--- src/sv/touch_key_run_mode_control_core_macros.svh ---
// Assertion macros shared by the touch key run/mode control RTL.
// Needs a clock named clk and an active-low reset named arst_n in scope.
`ifndef TOUCH_KEY_RUN_MODE_CONTROL_CORE_MACROS_SVH
`define TOUCH_KEY_RUN_MODE_CONTROL_CORE_MACROS_SVH

// same-cycle implication
`define TKRM_ASSERT_NOW(label, ante, cons, msg) \
	label: assert property (@(posedge clk) disable iff (!arst_n) (ante) |-> (cons)) \
		else $error(msg);

// next-cycle implication
`define TKRM_ASSERT_NEXT(label, ante, cons, msg) \
	label: assert property (@(posedge clk) disable iff (!arst_n) (ante) |=> (cons)) \
		else $error(msg);

`endif

--- src/sv/tkrm_pkg.sv ---
// Package for the touch key run/mode control core: widths, register codes,
// transaction payload types and key qualification state. No dependencies.
`timescale 1ns / 1ps

package tkrm_pkg;

	localparam int SENSE_BITS    = 16;
	localparam int COUNTER_BITS  = 8;
	localparam int NUM_THR       = 4;
	localparam int APB_ADDR_BITS = 4;
	localparam int APB_DATA_BITS = 32;

	localparam logic [SENSE_BITS-1:0] THR_RESET     = '1;
	localparam logic [1:0]            RUN_LEN_LATCH = 2'd3;

	typedef enum logic [1:0] {
		REG_THR_CW   = 2'd0,
		REG_THR_CCW  = 2'd1,
		REG_THR_RUN  = 2'd2,
		REG_THR_MODE = 2'd3
	} reg_idx_t;

	typedef enum logic {
		KEY_RUN  = 1'b0,
		KEY_MODE = 1'b1
	} qual_key_t;

	typedef struct packed {
		logic [SENSE_BITS-1:0] sense_count_cw;
		logic [SENSE_BITS-1:0] sense_count_ccw;
		logic [SENSE_BITS-1:0] sense_count_run;
		logic [SENSE_BITS-1:0] sense_count_mode;
	} sense_item_t;

	typedef struct packed {
		logic                    motor_enable;
		logic                    motor_direction;
		logic                    led_cw;
		logic                    led_ccw;
		logic                    teaching_mode;
		logic                    running;
		logic                    save_request;
		logic                    clear_record_request;
		logic                    step_reset;
		logic [COUNTER_BITS-1:0] cw_tick_count;
		logic [COUNTER_BITS-1:0] ccw_tick_count;
		logic [COUNTER_BITS-1:0] idle_tick_count;
	} ctrl_item_t;

	typedef struct packed {
		logic       prev_released;
		logic       edge_seen;
		logic [1:0] run_len;
		logic       latched;
	} key_state_t;

endpackage

--- src/sv/tkrm_if.sv ---
// Valid/ready channel interfaces for the touch key run/mode control core.
// Depends on tkrm_pkg for the payload types.
`timescale 1ns / 1ps

interface tkrm_sense_if;
	import tkrm_pkg::*;
	logic        valid;
	logic        ready;
	sense_item_t payload;
	modport source (output valid, output payload, input ready);
	modport sink (input valid, input payload, output ready);
endinterface

interface tkrm_ctrl_if;
	import tkrm_pkg::*;
	logic       valid;
	logic       ready;
	ctrl_item_t payload;
	modport source (output valid, output payload, input ready);
	modport sink (input valid, input payload, output ready);
endinterface

--- src/sv/touch_key_run_mode_control_core.sv ---
// Touch key run/mode control core: one sense tick in, one control result out.
// One transaction per cycle sustained: an input register feeds the key
// compare, press qualification, mode and motor logic, which loads a result register. The
// result register frees itself while the sink takes it, so a stalled sink holds both stages
// and no transaction is lost. Thresholds sit behind an APB port at 0x0, 0x4, 0x8, 0xC.
// Depends on tkrm_pkg, tkrm_if and the assertion macro header.
`timescale 1ns / 1ps
`include "touch_key_run_mode_control_core_macros.svh"

module touch_key_run_mode_control_core (
	input  logic                               clk,
	input  logic                               arst_n,
	tkrm_sense_if.sink                         sense,
	tkrm_ctrl_if.source                        control,
	input  logic                               psel,
	input  logic                               penable,
	input  logic                               pwrite,
	input  logic [tkrm_pkg::APB_ADDR_BITS-1:0] paddr,
	input  logic [tkrm_pkg::APB_DATA_BITS-1:0] pwdata,
	output logic [tkrm_pkg::APB_DATA_BITS-1:0] prdata,
	output logic                               pready
);
	import tkrm_pkg::*;

	logic [SENSE_BITS-1:0] thr_q [NUM_THR];
	reg_idx_t              reg_idx;
	logic                  cfg_wr;

	logic                  valid_s1;
	sense_item_t           item_s1;
	logic                  advance;

	logic                  out_valid_q;
	ctrl_item_t            result_q;
	ctrl_item_t            result_d;

	key_state_t            key_q [2];
	key_state_t            key_d [2];
	logic                  teach_q, teach_d;
	logic                  run_q, run_d;
	logic [COUNTER_BITS-1:0] cw_q, ccw_q, idle_q;
	logic [COUNTER_BITS-1:0] cw_d, ccw_d, idle_d;
	logic                  save_d, clr_d, stp_d;
	logic                  t_cw, t_ccw, t_run, t_mode;

	function automatic key_state_t qualify(key_state_t s, logic touched);
		key_state_t n;
		n = s;
		if (touched) begin
			if (s.prev_released) begin
				n.edge_seen = 1'b1;
				n.run_len   = 2'd1;
			end else if (s.edge_seen) begin
				if (s.run_len == RUN_LEN_LATCH) begin
					n.latched   = 1'b1;
					n.edge_seen = 1'b0;
				end else begin
					n.run_len = s.run_len + 2'd1;
				end
			end
		end else begin
			n.run_len = 2'd0;
		end
		n.prev_released = !touched;
		return n;
	endfunction

	// configuration port
	assign pready  = 1'b1;
	assign reg_idx = reg_idx_t'(paddr[3:2]);
	assign cfg_wr  = psel && penable && pwrite;
	assign prdata  = APB_DATA_BITS'(thr_q[reg_idx]);

	always_ff @(posedge clk or negedge arst_n) begin
		if (!arst_n) begin
			for (int i = 0; i < NUM_THR; i++) thr_q[i] <= THR_RESET;
		end else if (cfg_wr) begin
			thr_q[reg_idx] <= pwdata[SENSE_BITS-1:0];
		end
	end

	// handshake
	assign advance     = valid_s1 && (!out_valid_q || control.ready);
	assign sense.ready = !valid_s1 || advance;
	assign control.valid   = out_valid_q;
	assign control.payload = result_q;

	always_ff @(posedge clk) begin
		if (sense.valid && sense.ready) begin
			item_s1 <= sense.payload;
		end
	end

	always_ff @(posedge clk) begin
		if (advance) begin
			result_q <= result_d;
		end
	end

	// tick logic
	always_comb begin
		t_cw   = item_s1.sense_count_cw   > thr_q[REG_THR_CW];
		t_ccw  = item_s1.sense_count_ccw  > thr_q[REG_THR_CCW];
		t_run  = item_s1.sense_count_run  > thr_q[REG_THR_RUN];
		t_mode = item_s1.sense_count_mode > thr_q[REG_THR_MODE];

		key_d[KEY_RUN]  = qualify(key_q[KEY_RUN], t_run);
		key_d[KEY_MODE] = qualify(key_q[KEY_MODE], t_mode);

		teach_d = teach_q;
		run_d   = run_q;
		save_d  = 1'b0;
		clr_d   = 1'b0;
		stp_d   = 1'b0;
		if (key_d[KEY_MODE].latched) begin
			save_d  = teach_q;
			teach_d = !teach_q;
			run_d   = 1'b0;
			key_d[KEY_MODE].latched = 1'b0;
		end else if (key_d[KEY_RUN].latched) begin
			run_d = !run_q;
			clr_d = !run_q && teach_q;
			stp_d = !run_q && !teach_q;
			key_d[KEY_RUN].latched = 1'b0;
		end

		cw_d   = cw_q;
		ccw_d  = ccw_q;
		idle_d = idle_q;
		if (t_cw) begin
			cw_d = cw_q + COUNTER_BITS'(1);
		end else if (t_ccw) begin
			ccw_d = ccw_q + COUNTER_BITS'(1);
		end else begin
			idle_d = idle_q + COUNTER_BITS'(1);
		end

		result_d.motor_enable         = t_cw || t_ccw;
		result_d.motor_direction      = !t_cw && t_ccw;
		result_d.led_cw               = t_cw;
		result_d.led_ccw              = t_ccw;
		result_d.teaching_mode        = teach_d;
		result_d.running              = run_d;
		result_d.save_request         = save_d;
		result_d.clear_record_request = clr_d;
		result_d.step_reset           = stp_d;
		result_d.cw_tick_count        = cw_d;
		result_d.ccw_tick_count       = ccw_d;
		result_d.idle_tick_count      = idle_d;
	end

	always_ff @(posedge clk or negedge arst_n) begin
		if (!arst_n) begin
			valid_s1    <= 1'b0;
			out_valid_q <= 1'b0;
			key_q[0]    <= '0;
			key_q[1]    <= '0;
			teach_q     <= 1'b0;
			run_q       <= 1'b0;
			cw_q        <= '0;
			ccw_q       <= '0;
			idle_q      <= '0;
		end else begin
			if (sense.ready) begin
				valid_s1 <= sense.valid;
			end
			if (advance) begin
				out_valid_q <= 1'b1;
				key_q[0]    <= key_d[0];
				key_q[1]    <= key_d[1];
				teach_q     <= teach_d;
				run_q       <= run_d;
				cw_q        <= cw_d;
				ccw_q       <= ccw_d;
				idle_q      <= idle_d;
			end else if (control.ready) begin
				out_valid_q <= 1'b0;
			end
		end
	end

	`TKRM_ASSERT_NOW(a_dir_needs_enable, out_valid_q && result_q.motor_direction, result_q.motor_enable, "ccw direction without enable")
	`TKRM_ASSERT_NOW(a_one_pulse, out_valid_q, $onehot0({result_q.save_request, result_q.clear_record_request, result_q.step_reset}), "more than one request pulse")
	`TKRM_ASSERT_NOW(a_save_state, out_valid_q && result_q.save_request, !result_q.teaching_mode && !result_q.running, "save request with wrong mode")
	`TKRM_ASSERT_NOW(a_start_state, out_valid_q && (result_q.clear_record_request || result_q.step_reset), result_q.running && (result_q.teaching_mode == result_q.clear_record_request), "run start pulse with wrong mode")
	`TKRM_ASSERT_NEXT(a_one_counter, advance, COUNTER_BITS'(cw_q + ccw_q + idle_q) == COUNTER_BITS'($past(cw_q + ccw_q + idle_q) + COUNTER_BITS'(1)), "tick counters did not advance by one")

endmodule

--- src/flat_wrapper.sv ---
// flat-port wrapper written by rule: the top's interface ports become plain ports
module touch_key_run_mode_control_core_flat import tkrm_pkg::*;
  (clk, arst_n, psel, penable, pwrite, paddr, pwdata, prdata, pready, sense_valid, sense_payload, sense_ready, control_valid, control_payload, control_ready);
  tkrm_sense_if sense_i ();
  tkrm_ctrl_if control_i ();
  input  logic clk;
  input  logic arst_n;
  input  logic psel;
  input  logic penable;
  input  logic pwrite;
  input  logic [tkrm_pkg::APB_ADDR_BITS-1:0] paddr;
  input  logic [tkrm_pkg::APB_DATA_BITS-1:0] pwdata;
  output logic [tkrm_pkg::APB_DATA_BITS-1:0] prdata;
  output logic pready;
  input wire logic [$bits(sense_i.valid)-1:0] sense_valid;
  input wire logic [$bits(sense_i.payload)-1:0] sense_payload;
  output wire logic [$bits(sense_i.ready)-1:0] sense_ready;
  output wire logic [$bits(control_i.valid)-1:0] control_valid;
  output wire logic [$bits(control_i.payload)-1:0] control_payload;
  input wire logic [$bits(control_i.ready)-1:0] control_ready;
  assign sense_i.valid = sense_valid;
  assign sense_i.payload = sense_payload;
  assign sense_ready = sense_i.ready;
  assign control_valid = control_i.valid;
  assign control_payload = control_i.payload;
  assign control_i.ready = control_ready;
  touch_key_run_mode_control_core u_core (.clk(clk), .arst_n(arst_n), .sense(sense_i), .control(control_i), .psel(psel), .penable(penable), .pwrite(pwrite), .paddr(paddr), .pwdata(pwdata), .prdata(prdata), .pready(pready));
endmodule
--- config.mk ---
export PLATFORM = sky130hd
export DESIGN_NAME = touch_key_run_mode_control_core_flat
export DESIGN_NICKNAME = d
export VERILOG_FILES = /design/src/sv/tkrm_pkg.sv /design/src/sv/tkrm_if.sv /design/src/sv/touch_key_run_mode_control_core.sv /design/src/flat_wrapper.sv
export VERILOG_INCLUDE_DIRS = /design/src /design/src/sv
export SDC_FILE = /design/constraint.sdc
export NUM_CORES = 1
export LEC_CHECK = 0
export BUFFER_PORTS_ARGS = -buffer_cell sky130_fd_sc_hd__buf_2
export CORE_UTILIZATION = 40
export CTS_CLUSTER_DIAMETER = 30
export DETAILED_ROUTE_END_ITERATION = 12
export GPL_TIMING_DRIVEN = 0
export SYNTH_ARGS = -nofsm -noshare
export SYNTH_HDL_FRONTEND = slang
export SYNTH_SLANG_ARGS = --single-unit
--- constraint.sdc ---
create_clock -name clk -period 3.7 [get_ports clk]
set_input_delay 0.185 -clock clk [delete_from_list [all_inputs] [get_ports clk]]
set_output_delay 0.185 -clock clk [all_outputs]
set_load 0.02 [all_outputs]
==> impl_metrics.toml <==
[clock_tree]
htreeDepth = 4
clock_latency_ns = 0.44
cts_resized = 0
cts_tree = "built"
cts_root_buf = "clkbuf_16"
cts-hold-fix-buffers = 79
cts_max_path_buffers = 2
cts_sinks = 198
cts_setup_buffers = 0
cts_made_buffers = 17
path_clk_slew_ns = 0.08

[yosys]
syn_inst = 747
yosysSeqAreaShare_pct = 58.0
ys_ff_latch = 198
synthDistinctLibCells = 59
synthDominantCellAreaShare_pct = 30.6
yosys.area.top_type = "edfxtp_1"
yosysWarningCount = 0
synth_flop_cell = "edfxtp_1"
avgSynthCellArea_um2 = 12.7
synth-edff-count = 97
synthArstFlopShare_pct = 51.0
netlist_area_um2 = 9520
ys_top_cells_by_area = "edfxtp_1 31%, dfstp_2 18%, dfrtp_1 9.7%, ha_1 9.1%, mux2_2 4.5%"

[finish]
regArea_um2 = 5520
multi_input_area_um2 = 3550
nets = 1177
area_growth_pct = 27.6
diodes = 0
fin_area_um2 = 12100
stdcell_count = 1333
nFillCells = 2182
drive_gt1_share_pct = 31.9

[setup_path]
critPathLaunchType = "flip-flop"
cp_max_fo = 10
required_ns = 3.89
r2r_setup_slack_ns = 0.72
crit_start = "u_core.thr_q[46]$_DFFE_PN1P_"
end_kind = "flip-flop"
critPathKind = "flip-flop to flip-flop"
r2r_start = "u_core.thr_q[46]$_DFFE_PN1P_"
arrival_ns = 3.17

[sta]
fin_hold_ws_ns = 0.0209
rsz0062_at_grt = "false"
relSlewSlack_pct = 41.8
fin_crit_ns = 2.98
fin_skew_ns = 0.0168
finalSetupViolCount = 0
worst_slew_pin_slew_ns = 0.850
finalCritPeriodShare_pct = 80.5
clock.fmax_mhz = 336
tns_ns = 0
maxSlewViolCount = 0
finalHoldViolCount = 0

[floorplanning]
die_h_um = 156
start_util_pct = 40.7
die_width_um = 156
dieArea_um2 = 24400
core-area_um2 = 23400
core.rowCount = 56
ios = 175

[power_and_ir_drop]
finalPower_mw = 6.73
clkPwrFrac_pct = 28.1
leakage_nw = 5.25
p_int_mw = 4.58
p_per_area_nw_per_um2 = 555
ir_worst_vdd_mv = 0.227
comb_power_share_pct = 24.6
swShare_pct = 32.0
switchingPower_mw = 2.16
seqPwrFrac_pct = 47.3

[global_route]
grt_max_degree = 68
met1_usage_pct = 25.5
globalRouteMet2Util_pct = 29.5
globalRouteOverflowTotal = 0
grt.total_usage_pct = 18.2
grt_pass1_wl_um = 33500
grt.busiest_layer = "met2"
grt_use_met3_pct = 2.35
grt_pass1_vias = 6318
antenna_found_initial = 0

[detailed_routing]
avgRoutedWirePerCell_um = 15.9
firstDrtPassIters = 7
ant_nets = 0
drt-initial-drc-count = 240
via_per_inst = 4.80
vias = 6396
wl_um = 21200
drc = 0

[place]
gp_congestion = 0.826
numPortBuffers = 139
dpl-instance-area_um2 = 10700
post-dp-hpwl_um = 15600
dp.cells = 1222

[run]
max-cap-violations = 0

[run_status]
status = "complete, no violations"

[worst_hold_path]
hold_class = "input port to flip-flop"
min_from = "pwdata[13]"
-- kinds of logic (layout without fill, tap and decap cells) --
group                      count (synthesis)  count (layout)  synth area share [%]
adders and majority gates                 69              69                  9.07
other                                      2              17                0.0789
DFF                                      198             198                  58.0
and+or+nand+nor                          168             168                  8.73
AOI/OAI and AO/OA                         98              98                  6.14
buffers and inverters                    111             363                  5.31
xor gates and xnor gates                  45              45                  4.14
muxes                                     56              56                  8.52
-- worst paths after layout --
check,end,cells past startpoint
min reg2reg,u_core.idle_q[7]$_DFFE_PN0P_,1
max,u_core.control.payload[12]$_DFFE_PP_,11
max reg2reg,u_core.control.payload[12]$_DFFE_PP_,11
min in group asynchronous,u_core.thr_q[25]$_DFFE_PN1P_,1
max in group asynchronous,u_core.thr_q[17]$_DFFE_PN1P_,2
min,u_core.thr_q[61]$_DFFE_PN1P_,3
-- cells in the mapped netlist, drive strengths merged (5+ instances only) --
cell    number
a21oi       28
nand2b       5
clkbuf      13
nand3       16
nor3         9
ha          69
mux4        16
mux2        40
nand4       18
edfxtp      97
nand2       68
nor2b        5
inv         72
and3        12
dfrtp       37
xnor2       28
o21ai       42
and2         5
nor2        17
buf         26
dfstp       64
xor2        17
-- routing by layer --
layer	vias up	share of wire (%)
met4	0	1.4
met2	129	47
li1	3142	-
met3	18	2.5
met1	3107	49
met5	-	0
-- sequential cells by signal (all words and copies together) (netlist names) --
register and count:
u_core.item_s1 64, u_core.thr_q 64, u_core.control.payload 33, u_core.key_q 9, u_core.ccw_q 8, u_core.cw_q 8, u_core.idle_q 8, u_core.control.valid 1
u_core.run_q 1, u_core.teach_q 1, u_core.valid_s1 1
-- cell usage in the layout (no fill, tap or decap), types with 12 or more instances in the layout --
master	synthesis	final
nand4_1	18	18
buf_4	18	19
xnor2_1	28	28
nor2_1	17	17
mux2_2	38	38
nand2_1	67	67
mux4_2	16	16
edfxtp_1	97	97
o21ai_0	41	41
clkbuf_1	13	12
xor2_1	17	17
dfstp_2	64	64
inv_1	72	72
dlygate4sd3_1	0	79
conb_1	2	17
a21oi_1	28	28
ha_1	69	69
and3_1	12	12
nand3_1	16	16
dfrtp_1	37	37
buf_2	5	143
clkbuf_16	0	17
-- critical path, stage by stage, from the launching register on --
cell	delay [ns]
dfstp_2	0.57
inv_1	0.05
ha_1	0.30
nand4_1	0.16
nor4_1	0.46
a21boi_1	0.21
o31a_1	0.24
nor2b_1	0.15
buf_2	0.19
buf_4	0.19
nand2_1	0.08
xnor2_1	0.13
-- cell type report --
class	count	share of cell area, %
Buffer	39	1.95
Timing Repair Buffer	220	12.7
Clock buffer	17	3.50
Inverter	72	2.23
Tap cell	319	3.29
Clock inverter	15	1.66
Multi-Input combinational cell	453	29.2
Sequential cell	198	45.5
-- per-stage QoR --
stage               utilization, %  setup WS, ns
global route                  51.9         0.508
global placement              45.6         0.172
finish                        51.9         0.720
CTS                           51.9         0.671
detailed placement            45.8         0.688
floorplan                        -         0.989
-- power by group through the flow --
| stage | sequential, mW | clock [mW] | combinational, mW |
|---|---|---|---|
| final | 3.19 | 1.89 | 1.65 |
| after global routing | 3.24 | 2.02 | 1.87 |
| after CTS | 3.19 | 1.94 | 1.69 |
| after detailed placement | 3.22 | 0 | 1.61 |
| after global placement | 3.22 | 0 | 1.57 |
| after floorplan | 3.21 | 0 | 1.07 |
No activity file was read; power rests on OpenSTA's default activity.
